### src/sv/ttnsg_pkg.sv
// shared constants, types and functions of the three tone noise sound generator
package ttnsg_pkg;

    localparam int COUNT_FRACTION_BITS = 8;
    localparam int PERIOD_W = 18;
    localparam int PHASE_W  = PERIOD_W + 2 + COUNT_FRACTION_BITS + 1;
    localparam int TSTEP_W  = 20;
    localparam int NSTEP_W  = 21;
    localparam int CFG_W    = 21;
    localparam int ACC_W    = 16;
    localparam int SAMPLE_W = 15;

    localparam logic [1:0] REG_VARIANT = 2'd0;
    localparam logic [1:0] REG_EXTRA   = 2'd1;
    localparam logic [1:0] REG_TSTEP   = 2'd2;
    localparam logic [1:0] REG_NSTEP   = 2'd3;

    localparam logic [2:0] LATCH_NOISE = 3'd6;
    localparam logic [PERIOD_W-1:0] PERIOD_RESET = 18'd65472;

    typedef logic signed [PHASE_W-1:0] phase_t;

    function automatic logic [15:0] fb_mask(input logic variant);
        fb_mask = variant ? 16'h8000 : 16'h4000;
    endfunction

    function automatic logic [PERIOD_W-1:0] make_period(input logic [3:0] lo,
        input logic [6:0] hi, input logic extra);
        logic [10:0] p;
        p = {hi, lo};
        if (!extra)
        begin
            p[10] = 1'b0;
        end
        if (p == 11'd0)
        begin
            p = extra ? 11'd2047 + 11'd1 : 11'd1024;
        end
        make_period = (p == 11'd0) ? 18'd131072 : {1'b0, p, 6'd0};
    endfunction

    function automatic logic [PERIOD_W-1:0] noise_period(input logic [1:0] r,
        input logic [PERIOD_W-1:0] tone1);
        case (r)
            2'd0:    noise_period = 18'h400;
            2'd1:    noise_period = 18'h800;
            2'd2:    noise_period = 18'h1000;
            default: noise_period = tone1;
        endcase
    endfunction

    function automatic logic [15:0] lfsr_next(input logic [15:0] s,
        input logic variant, input logic white);
        logic fb;
        logic b2;
        fb = variant ? s[1] : s[0];
        b2 = variant ? ~s[5] : s[1];
        if (white)
        begin
            fb = fb ^ b2;
        end
        lfsr_next = {1'b0, s[15:1]} | (fb ? fb_mask(variant) : 16'h0000);
    endfunction

    function automatic logic [11:0] tone_amp(input logic [3:0] g);
        case (g)
            4'd0:    tone_amp = 12'd0;
            4'd1:    tone_amp = 12'd75;
            4'd2:    tone_amp = 12'd95;
            4'd3:    tone_amp = 12'd120;
            4'd4:    tone_amp = 12'd151;
            4'd5:    tone_amp = 12'd190;
            4'd6:    tone_amp = 12'd239;
            4'd7:    tone_amp = 12'd301;
            4'd8:    tone_amp = 12'd380;
            4'd9:    tone_amp = 12'd478;
            4'd10:   tone_amp = 12'd602;
            4'd11:   tone_amp = 12'd758;
            4'd12:   tone_amp = 12'd954;
            4'd13:   tone_amp = 12'd1201;
            4'd14:   tone_amp = 12'd1513;
            default: tone_amp = 12'd1905;
        endcase
    endfunction

    function automatic logic [11:0] noise_amp(input logic [3:0] g);
        case (g)
            4'd0:    noise_amp = 12'd0;
            4'd1:    noise_amp = 12'd151;
            4'd2:    noise_amp = 12'd190;
            4'd3:    noise_amp = 12'd240;
            4'd4:    noise_amp = 12'd302;
            4'd5:    noise_amp = 12'd381;
            4'd6:    noise_amp = 12'd479;
            4'd7:    noise_amp = 12'd603;
            4'd8:    noise_amp = 12'd760;
            4'd9:    noise_amp = 12'd957;
            4'd10:   noise_amp = 12'd1204;
            4'd11:   noise_amp = 12'd1516;
            4'd12:   noise_amp = 12'd1909;
            4'd13:   noise_amp = 12'd2403;
            4'd14:   noise_amp = 12'd3027;
            default: noise_amp = 12'd3810;
        endcase
    endfunction

endpackage

### src/sv/ttnsg_if.sv
// command and sample channel interfaces
interface ttnsg_cmd_if;
    logic       valid;
    logic       ready;
    logic       mode;
    logic [7:0] data;
    modport source (output valid, output mode, output data, input ready);
    modport sink (input valid, input mode, input data, output ready);
endinterface

interface ttnsg_smp_if;
    logic                                  valid;
    logic                                  ready;
    logic signed [ttnsg_pkg::SAMPLE_W-1:0] sample;
    modport source (output valid, output sample, input ready);
    modport sink (input valid, input sample, output ready);
endinterface

### src/sv/ttnsg_phase_alu.sv
// shared phase counter add and subtract unit
module ttnsg_phase_alu (
    input  ttnsg_pkg::phase_t a,
    input  ttnsg_pkg::phase_t b,
    input  logic              sub,
    output ttnsg_pkg::phase_t y
);
    assign y = sub ? (a - b) : (a + b);
endmodule

### src/sv/three_tone_noise_sound_generator.sv
// three tone plus noise sound generator top level
// a command byte transfer gives no sample
// a tick runs one subtract step and one compare step per counter plus one add step per counter wrap,
// then an output step that waits while the previous sample is not taken
// wraps are set by step over period: up to 64 per tone and 32 for noise, one shared adder
// reset sets all registers but pc_reg and sample_reg to power-up values; no clearing pass
module three_tone_noise_sound_generator (
    input  logic                           clk,
    input  logic                           rst_n,
    ttnsg_cmd_if.sink                      item,
    ttnsg_smp_if.source                    result,
    input  logic                           cfg_we,
    input  logic [1:0]                     cfg_index,
    input  logic [ttnsg_pkg::CFG_W-1:0]    cfg_data
);
    localparam logic [1:0] ST_IDLE = 2'd0;
    localparam logic [1:0] ST_SUB  = 2'd1;
    localparam logic [1:0] ST_LOOP = 2'd2;
    localparam logic [1:0] ST_OUT  = 2'd3;

    localparam int PW = ttnsg_pkg::PERIOD_W;
    localparam int XW = ttnsg_pkg::PHASE_W;
    localparam int AW = ttnsg_pkg::ACC_W;

    logic [1:0]  state_reg, state_next;
    logic [1:0]  ch_reg, ch_next;
    logic        variant_reg, extra_reg;
    logic [ttnsg_pkg::TSTEP_W-1:0] tstep_reg;
    logic [ttnsg_pkg::NSTEP_W-1:0] nstep_reg;

    logic [PW-1:0] period_reg [4];
    ttnsg_pkg::phase_t phase_reg [4];
    logic [2:0]  pol_reg;
    logic [3:0]  gain_reg [4];
    logic [3:0]  lo_reg [4];
    logic [6:0]  hi_reg [4];
    logic [15:0] lfsr_reg;
    logic [3:0]  nctl_reg;
    logic [7:0]  latch_reg;
    logic [1:0]  last_ch_reg;

    ttnsg_pkg::phase_t pc_reg;
    logic signed [AW-1:0] acc_reg;
    logic        out_valid_reg;
    logic signed [ttnsg_pkg::SAMPLE_W-1:0] sample_reg;

    ttnsg_pkg::phase_t alu_a, alu_b, alu_y;
    logic alu_sub;

    logic cmd_xfer, tick_xfer, byte_xfer;
    logic [7:0] d;
    logic [2:0] rsel;
    logic [1:0] tone_ch, vol_ch, dch;
    logic [3:0] ng;
    logic [11:0] amp;
    logic signed [AW-1:0] contrib, acc_neg;
    logic [XW-1:0] add_val;

    assign item.ready = (state_reg == ST_IDLE);
    assign cmd_xfer   = item.valid && item.ready;
    assign tick_xfer  = cmd_xfer && item.mode;
    assign byte_xfer  = cmd_xfer && !item.mode;
    assign d          = item.data;
    assign rsel       = d[6:4];
    assign tone_ch    = 2'd3 - rsel[2:1];
    assign vol_ch     = 2'd3 - rsel[2:1];
    assign dch        = last_ch_reg;

    assign result.valid  = out_valid_reg;
    assign result.sample = sample_reg;

    // amplitude contribution and period add value of the current channel
    always_comb
    begin
        ng = gain_reg[ch_reg];
        if (ch_reg == 2'd0)
        begin
            amp     = ttnsg_pkg::noise_amp(ng);
            contrib = lfsr_reg[0] ? '0 : AW'($signed({1'b0, amp}));
        end
        else
        begin
            amp = ttnsg_pkg::tone_amp(ng);
            if (period_reg[ch_reg] > PW'(256) && pol_reg[ch_reg - 2'd1])
            begin
                contrib = -AW'($signed({1'b0, amp}));
            end
            else
            begin
                contrib = AW'($signed({1'b0, amp}));
            end
        end
        if (ch_reg == 2'd0)
        begin
            add_val = XW'(period_reg[0]) << (ttnsg_pkg::COUNT_FRACTION_BITS + 2);
        end
        else
        begin
            add_val = XW'(period_reg[ch_reg]) << ttnsg_pkg::COUNT_FRACTION_BITS;
        end
    end

    always_comb
    begin
        if (state_reg == ST_SUB)
        begin
            alu_a   = phase_reg[ch_reg];
            alu_b   = (ch_reg == 2'd0) ? XW'(nstep_reg) : XW'(tstep_reg);
            alu_sub = 1'b1;
        end
        else
        begin
            alu_a   = pc_reg;
            alu_b   = add_val;
            alu_sub = 1'b0;
        end
    end

    ttnsg_phase_alu u_alu (
        .a   (alu_a),
        .b   (alu_b),
        .sub (alu_sub),
        .y   (alu_y)
    );

    assign acc_neg = variant_reg ? -acc_reg : acc_reg;

    always_comb
    begin
        state_next = state_reg;
        ch_next    = ch_reg;
        case (state_reg)
            ST_IDLE:
            begin
                if (tick_xfer)
                begin
                    state_next = ST_SUB;
                    ch_next    = 2'd1;
                end
            end
            ST_SUB:
            begin
                state_next = ST_LOOP;
            end
            ST_LOOP:
            begin
                if (!pc_reg[XW-1])
                begin
                    if (ch_reg == 2'd0)
                    begin
                        state_next = ST_OUT;
                    end
                    else
                    begin
                        state_next = ST_SUB;
                        ch_next    = ch_reg + 2'd1;
                    end
                end
            end
            ST_OUT:
            begin
                if (!out_valid_reg || result.ready)
                begin
                    state_next = ST_IDLE;
                end
            end
            default:
            begin
                state_next = ST_IDLE;
            end
        endcase
    end

    always_ff @(posedge clk or negedge rst_n)
    begin
        if (!rst_n)
        begin
            state_reg     <= ST_IDLE;
            ch_reg        <= 2'd0;
            out_valid_reg <= 1'b0;
            variant_reg   <= 1'b0;
            extra_reg     <= 1'b0;
            tstep_reg     <= 20'd76362;
            nstep_reg     <= 21'd152725;
            pol_reg       <= 3'd0;
            lfsr_reg      <= ttnsg_pkg::fb_mask(1'b0);
            nctl_reg      <= 4'd3;
            latch_reg     <= 8'd0;
            last_ch_reg   <= 2'd0;
            acc_reg       <= '0;
            for (int i = 0; i < 4; i++)
            begin
                period_reg[i] <= ttnsg_pkg::PERIOD_RESET;
                phase_reg[i]  <= '0;
                gain_reg[i]   <= (i == 0) ? 4'd0 : 4'd8;
                lo_reg[i]     <= 4'd0;
                hi_reg[i]     <= 7'd0;
            end
        end
        else
        begin
            state_reg <= state_next;
            ch_reg    <= ch_next;

            if (cfg_we)
            begin
                case (cfg_index)
                    ttnsg_pkg::REG_VARIANT: variant_reg <= cfg_data[0];
                    ttnsg_pkg::REG_EXTRA:   extra_reg   <= cfg_data[0];
                    ttnsg_pkg::REG_TSTEP:   tstep_reg   <= cfg_data[ttnsg_pkg::TSTEP_W-1:0];
                    ttnsg_pkg::REG_NSTEP:   nstep_reg   <= cfg_data[ttnsg_pkg::NSTEP_W-1:0];
                    default:                variant_reg <= variant_reg;
                endcase
            end

            if (result.ready && state_reg != ST_OUT)
            begin
                out_valid_reg <= 1'b0;
            end

            if (byte_xfer)
            begin
                if (d[7])
                begin
                    latch_reg <= d;
                    if (rsel[0])
                    begin
                        gain_reg[vol_ch] <= 4'd15 - d[3:0];
                    end
                    else if (rsel == ttnsg_pkg::LATCH_NOISE)
                    begin
                        if ((d[2] != nctl_reg[2]) || !variant_reg)
                        begin
                            lfsr_reg <= ttnsg_pkg::fb_mask(variant_reg);
                        end
                        nctl_reg      <= d[3:0];
                        period_reg[0] <= ttnsg_pkg::noise_period(d[1:0], period_reg[1]);
                    end
                    else
                    begin
                        lo_reg[tone_ch]     <= d[3:0];
                        period_reg[tone_ch] <= ttnsg_pkg::make_period(d[3:0],
                            hi_reg[tone_ch], extra_reg);
                        last_ch_reg         <= tone_ch;
                    end
                end
                else if (!(variant_reg && (latch_reg[4] ||
                         latch_reg[6:4] == ttnsg_pkg::LATCH_NOISE)))
                begin
                    if (latch_reg[6:4] == ttnsg_pkg::LATCH_NOISE)
                    begin
                        lfsr_reg      <= ttnsg_pkg::fb_mask(variant_reg);
                        nctl_reg      <= d[3:0];
                        period_reg[0] <= ttnsg_pkg::noise_period(d[1:0], period_reg[1]);
                    end
                    else
                    begin
                        hi_reg[dch]     <= d[6:0];
                        period_reg[dch] <= ttnsg_pkg::make_period(lo_reg[dch], d[6:0],
                            extra_reg);
                        if (nctl_reg[1:0] == 2'd3 && dch == 2'd1)
                        begin
                            period_reg[0] <= ttnsg_pkg::make_period(lo_reg[dch], d[6:0],
                                extra_reg);
                        end
                    end
                end
            end

            case (state_reg)
                ST_IDLE:
                begin
                    if (tick_xfer)
                    begin
                        acc_reg <= '0;
                    end
                end
                ST_SUB:
                begin
                    acc_reg <= acc_reg + contrib;
                    pc_reg  <= alu_y;
                end
                ST_LOOP:
                begin
                    if (pc_reg[XW-1])
                    begin
                        pc_reg <= alu_y;
                        if (ch_reg == 2'd0)
                        begin
                            lfsr_reg <= ttnsg_pkg::lfsr_next(lfsr_reg, variant_reg,
                                nctl_reg[2]);
                        end
                        else
                        begin
                            pol_reg[ch_reg - 2'd1] <= ~pol_reg[ch_reg - 2'd1];
                        end
                    end
                    else
                    begin
                        phase_reg[ch_reg] <= pc_reg;
                    end
                end
                ST_OUT:
                begin
                    if (!out_valid_reg || result.ready)
                    begin
                        out_valid_reg <= 1'b1;
                        sample_reg    <= acc_neg[ttnsg_pkg::SAMPLE_W-1:0];
                    end
                end
                default:
                begin
                    acc_reg <= acc_reg;
                end
            endcase
        end
    end

endmodule

### src/flat_wrapper.sv
// flat-port wrapper written by rule: the top's interface ports become plain ports
module three_tone_noise_sound_generator_flat 
  (clk, rst_n, cfg_we, cfg_index, cfg_data, item_valid, item_mode, item_data, item_ready, result_valid, result_sample, result_ready);
  ttnsg_cmd_if item_i ();
  ttnsg_smp_if result_i ();
  input  logic clk;
  input  logic rst_n;
  input  logic cfg_we;
  input  logic [1:0] cfg_index;
  input  logic [ttnsg_pkg::CFG_W-1:0] cfg_data;
  input wire logic [$bits(item_i.valid)-1:0] item_valid;
  input wire logic [$bits(item_i.mode)-1:0] item_mode;
  input wire logic [$bits(item_i.data)-1:0] item_data;
  output wire logic [$bits(item_i.ready)-1:0] item_ready;
  output wire logic [$bits(result_i.valid)-1:0] result_valid;
  output wire logic [$bits(result_i.sample)-1:0] result_sample;
  input wire logic [$bits(result_i.ready)-1:0] result_ready;
  assign item_i.valid = item_valid;
  assign item_i.mode = item_mode;
  assign item_i.data = item_data;
  assign item_ready = item_i.ready;
  assign result_valid = result_i.valid;
  assign result_sample = result_i.sample;
  assign result_i.ready = result_ready;
  three_tone_noise_sound_generator u_core (.clk(clk), .rst_n(rst_n), .item(item_i), .result(result_i), .cfg_we(cfg_we), .cfg_index(cfg_index), .cfg_data(cfg_data));
endmodule
### config.mk
export PLATFORM = sky130hd
export DESIGN_NAME = three_tone_noise_sound_generator_flat
export DESIGN_NICKNAME = d
export VERILOG_FILES = /design/src/sv/ttnsg_pkg.sv /design/src/sv/ttnsg_if.sv /design/src/sv/ttnsg_phase_alu.sv /design/src/sv/three_tone_noise_sound_generator.sv /design/src/flat_wrapper.sv
export SDC_FILE = /design/constraint.sdc
export NUM_CORES = 1
export LEC_CHECK = 0
export BUFFER_PORTS_ARGS = -buffer_cell sky130_fd_sc_hd__buf_2
export CORE_MARGIN = 2
export CORE_UTILIZATION = 60
export CTS_CLUSTER_SIZE = 25
export DETAILED_ROUTE_END_ITERATION = 16
export PLACE_DENSITY = 0.83
export SKIP_CTS_REPAIR_TIMING = 1
export SLEW_MARGIN = 20
export SYNTH_ARGS = -nofsm -noshare
export SYNTH_HDL_FRONTEND = slang
export SYNTH_SLANG_ARGS = --single-unit
### constraint.sdc
create_clock -name clk -period 11.64 [get_ports clk]
set_clock_uncertainty 0.15 [all_clocks]
set_input_delay 1.746 -clock clk [delete_from_list [all_inputs] [get_ports clk]]
set_output_delay 1.746 -clock clk [all_outputs]
set_load 0.02 [all_outputs]
==> flow_metrics.tcl <==
set metrics [dict create \
    critPathRequiredTime_ps 11750 \
    grt_pass1_wl_um 76100 \
    post-route-min-period_ps 6590 \
    path_class "reg -> reg" \
    hold_viol 0 \
    numCtsBuffers 38 \
    dpl-instance-area_sq_mm 0.0205 \
    place_worst_setup_slack_ps 5150 \
    finalSetupViolCount 0 \
    dp_cells 2184 \
    p_leak_nw 9.18 \
    wl_met2_um 22700 \
    synthDistinctLibCells 77 \
    status "finished, final reports clean" \
    ys_warn_count 0 \
    root_buffer "clkbuf_16" \
    gp_congestion 0.908 \
    cp-endpoint "u_core.pc_reg[28]" \
    max_freq_mhz 152 \
    rr_endpoint "u_core.pc_reg[28]" \
    vias 14629 \
    tightest_slew_ps 1140 \
    postRouteAntennaNets 0 \
    die_w_um 186 \
    initial_utilization 0.610 \
    crit_arrival_ps 6700 \
    largest_reg_flops 116 \
    hold_class "reg -> reg" \
    netlist_area_sq_mm 0.0199 \
    area_growth_pct 9.11 \
    cts_max_level 2 \
    grt.total_usage 0.278 \
    finish.utilization 0.666 \
    ff_latch_area_sq_mm 0.00929 \
    nets 1880 \
    ys_seq_area_frac 0.466 \
    grt_max_degree 147 \
    ioPinCount 54 \
    fin_cells 2253 \
    dp_hpwl_um 31200 \
    min_from "u_core.lo_reg[15]" \
    antenna_found_initial 0 \
    setup_tns_ps 0 \
    clkLatencyLatePin_ps 530 \
    fin_area_sq_mm 0.0217 \
    final_common_cell "dfrtp_1" \
    endpoint_kind "flip-flop" \
    syn_nets 1874 \
    yosys_most_used_dff "dfrtp_1" \
    synth_seq_cells 359 \
    grt_pass1_vias 14658 \
    core-area_sq_mm 0.0326 \
    antenna_cells 0 \
    peakVddDrop_mv 0.234 \
    drt-pass1-iter-count 6 \
    clk_pin_slew_ps 60 \
    final_cell_mix "252 x dfrtp_1, 233 x mux2_2, 205 x nand2_1, 114 x o21ai_0, 87 x nor2_1" \
    fp-row-count 66 \
    cpMaxStageDelayCell "ha_2" \
    maxSlewViolCount 0 \
    cp_max_fo 54 \
    drt_iter0_drc 1394 \
    rsz0062_at_grt "no" \
    cp-start-kind "flip-flop" \
    crit_chain "buf_4, inv_1, ha_2, clkinv_1, a211oi_1, a31oi_1, nor2_1, nand2_1, a21oi_1, a221oi_1, ha_1, nand2_1, o21ai_0, nor4_1, o41ai_1, a211oi_1, o31ai_1, xor2_1, nor2_1" \
    fin_hold_ws_ps 225 \
    drt_wl_total_um 47300 \
    cpPeakStageDelay_ps 890 \
    postSynthAreaPerCell_sq_um 11.2 \
    rr_worst_depth 19 \
    reg2reg_from "u_core.ch_reg[1]" \
    die_h_um 186 \
    final.fill_count 2289 \
    setup_slack_ps 5050 \
    multi_input_area_sq_mm 0.0101 \
    clockBufferDepth 3 \
    cts_tree "yes" \
    dieArea_sq_mm 0.0347 \
    routed-wl-met3_um 3110 \
    drive_gt1_frac 0.274 \
    startpoint "u_core.ch_reg[1]" \
    cts.sinks 359 \
    post_drt_wl_per_cell_um 21.0 \
    vias_per_cell 6.49 \
    power_density_mw_per_mm2 345 \
    drc 0 \
    timing.slew.headroom 0.240 \
    drv_cap 0 \
    wl_met1_um 19600 \
    synthCells 1776 \
    synthArstFlopShare 0.877 \
    fin_crit_sh 0.566 \
    power_mw 7.49 \
    io_buffers 53 \
    maxUsedRoutingLayer "met4" \
    reg2reg_slack_ps 5050 \
    synth_edf_count 44 \
    grt_overflow_total 0 \
]
==> metal layers <==
layer / GRT usage / vias up
met5: 0 / -
met4: 0.117 / 0
met3: 0.0399 / 132
met2: 0.462 / 630
met1: 0.367 / 7285
li1: - / 6582
==> cell families (layout without fill, tap and decap cells) <==
kind of cell | after synthesis | count (layout) | share of synthesized area
and+or+nand+nor | 470 | 470 | 0.112
xor gates and xnor gates | 58 | 58 | 0.0255
DFF | 359 | 359 | 0.466
adders and majority gates | 61 | 61 | 0.0391
AOI/OAI and AO/OA | 389 | 389 | 0.127
muxes | 305 | 305 | 0.204
buffers and inverters | 134 | 169 | 0.0266
==> worst max-delay path: cells and delay by family (launching register included) <==
family / cells / cell delay [ps]
compound gates: 8 / 2180
xor+xnor: 1 / 170
fa+ha+maj: 2 / 1360
simple gates: 5 / 660
flops: 1 / 380
buf+inv: 3 / 1410
==> cells in the mapped netlist, drive strengths merged (17+ instances only) <==
cell	instances	area [sq um]
nor3	30	150
edfxtp	44	1320
dfstp	61	1600
a211oi	17	128
dfrtp	254	6360
nand3	17	85.1
a21oi	56	284
a22oi	31	233
inv	28	105
a22o	22	193
ha	59	738
and2	17	106
xor2	21	184
clkbuf	79	297
nand2b	20	125
xnor2	37	324
mux2	236	2660
o21ai	122	611
nand2	205	769
nor2	87	327
a31oi	19	119
o31ai	27	203
mux4	57	1290
buf	26	125
==> power breakdown <==
| group | total (mW) | leakage (nW) | switching [mW] | internal [mW] |
|---|---|---|---|---|
| registers | 2.25 | 4.31 | 0.356 | 1.89 |
| clock network | 1.20 | 0.601 | 0.481 | 0.715 |
| logic | 4.04 | 4.27 | 2.21 | 1.83 |
==> area by class of cell <==
class	instances	share of cell area
clock inverters	7	0.00420
multi-input cells	1283	0.466
well taps	442	0.0255
flip-flops and latches	359	0.427
inverters	29	0.00501
clock buffers	62	0.0526
repair buffers	71	0.0195
==> how the worst min path moves through the flow <==
stage,to,cells past startpoint
6_report,u_core.lo_reg[15],0
5_1_grt,u_core.lo_reg[13],0
4_1_cts,u_core.lo_reg[15],0
3_5_place_dp,u_core.lo_reg[13],0
3_3_place_gp,u_core.lo_reg[15],0
2_1_floorplan,u_core.lo_reg[12],1
Note: power is estimated with default switching activity, not from simulation.
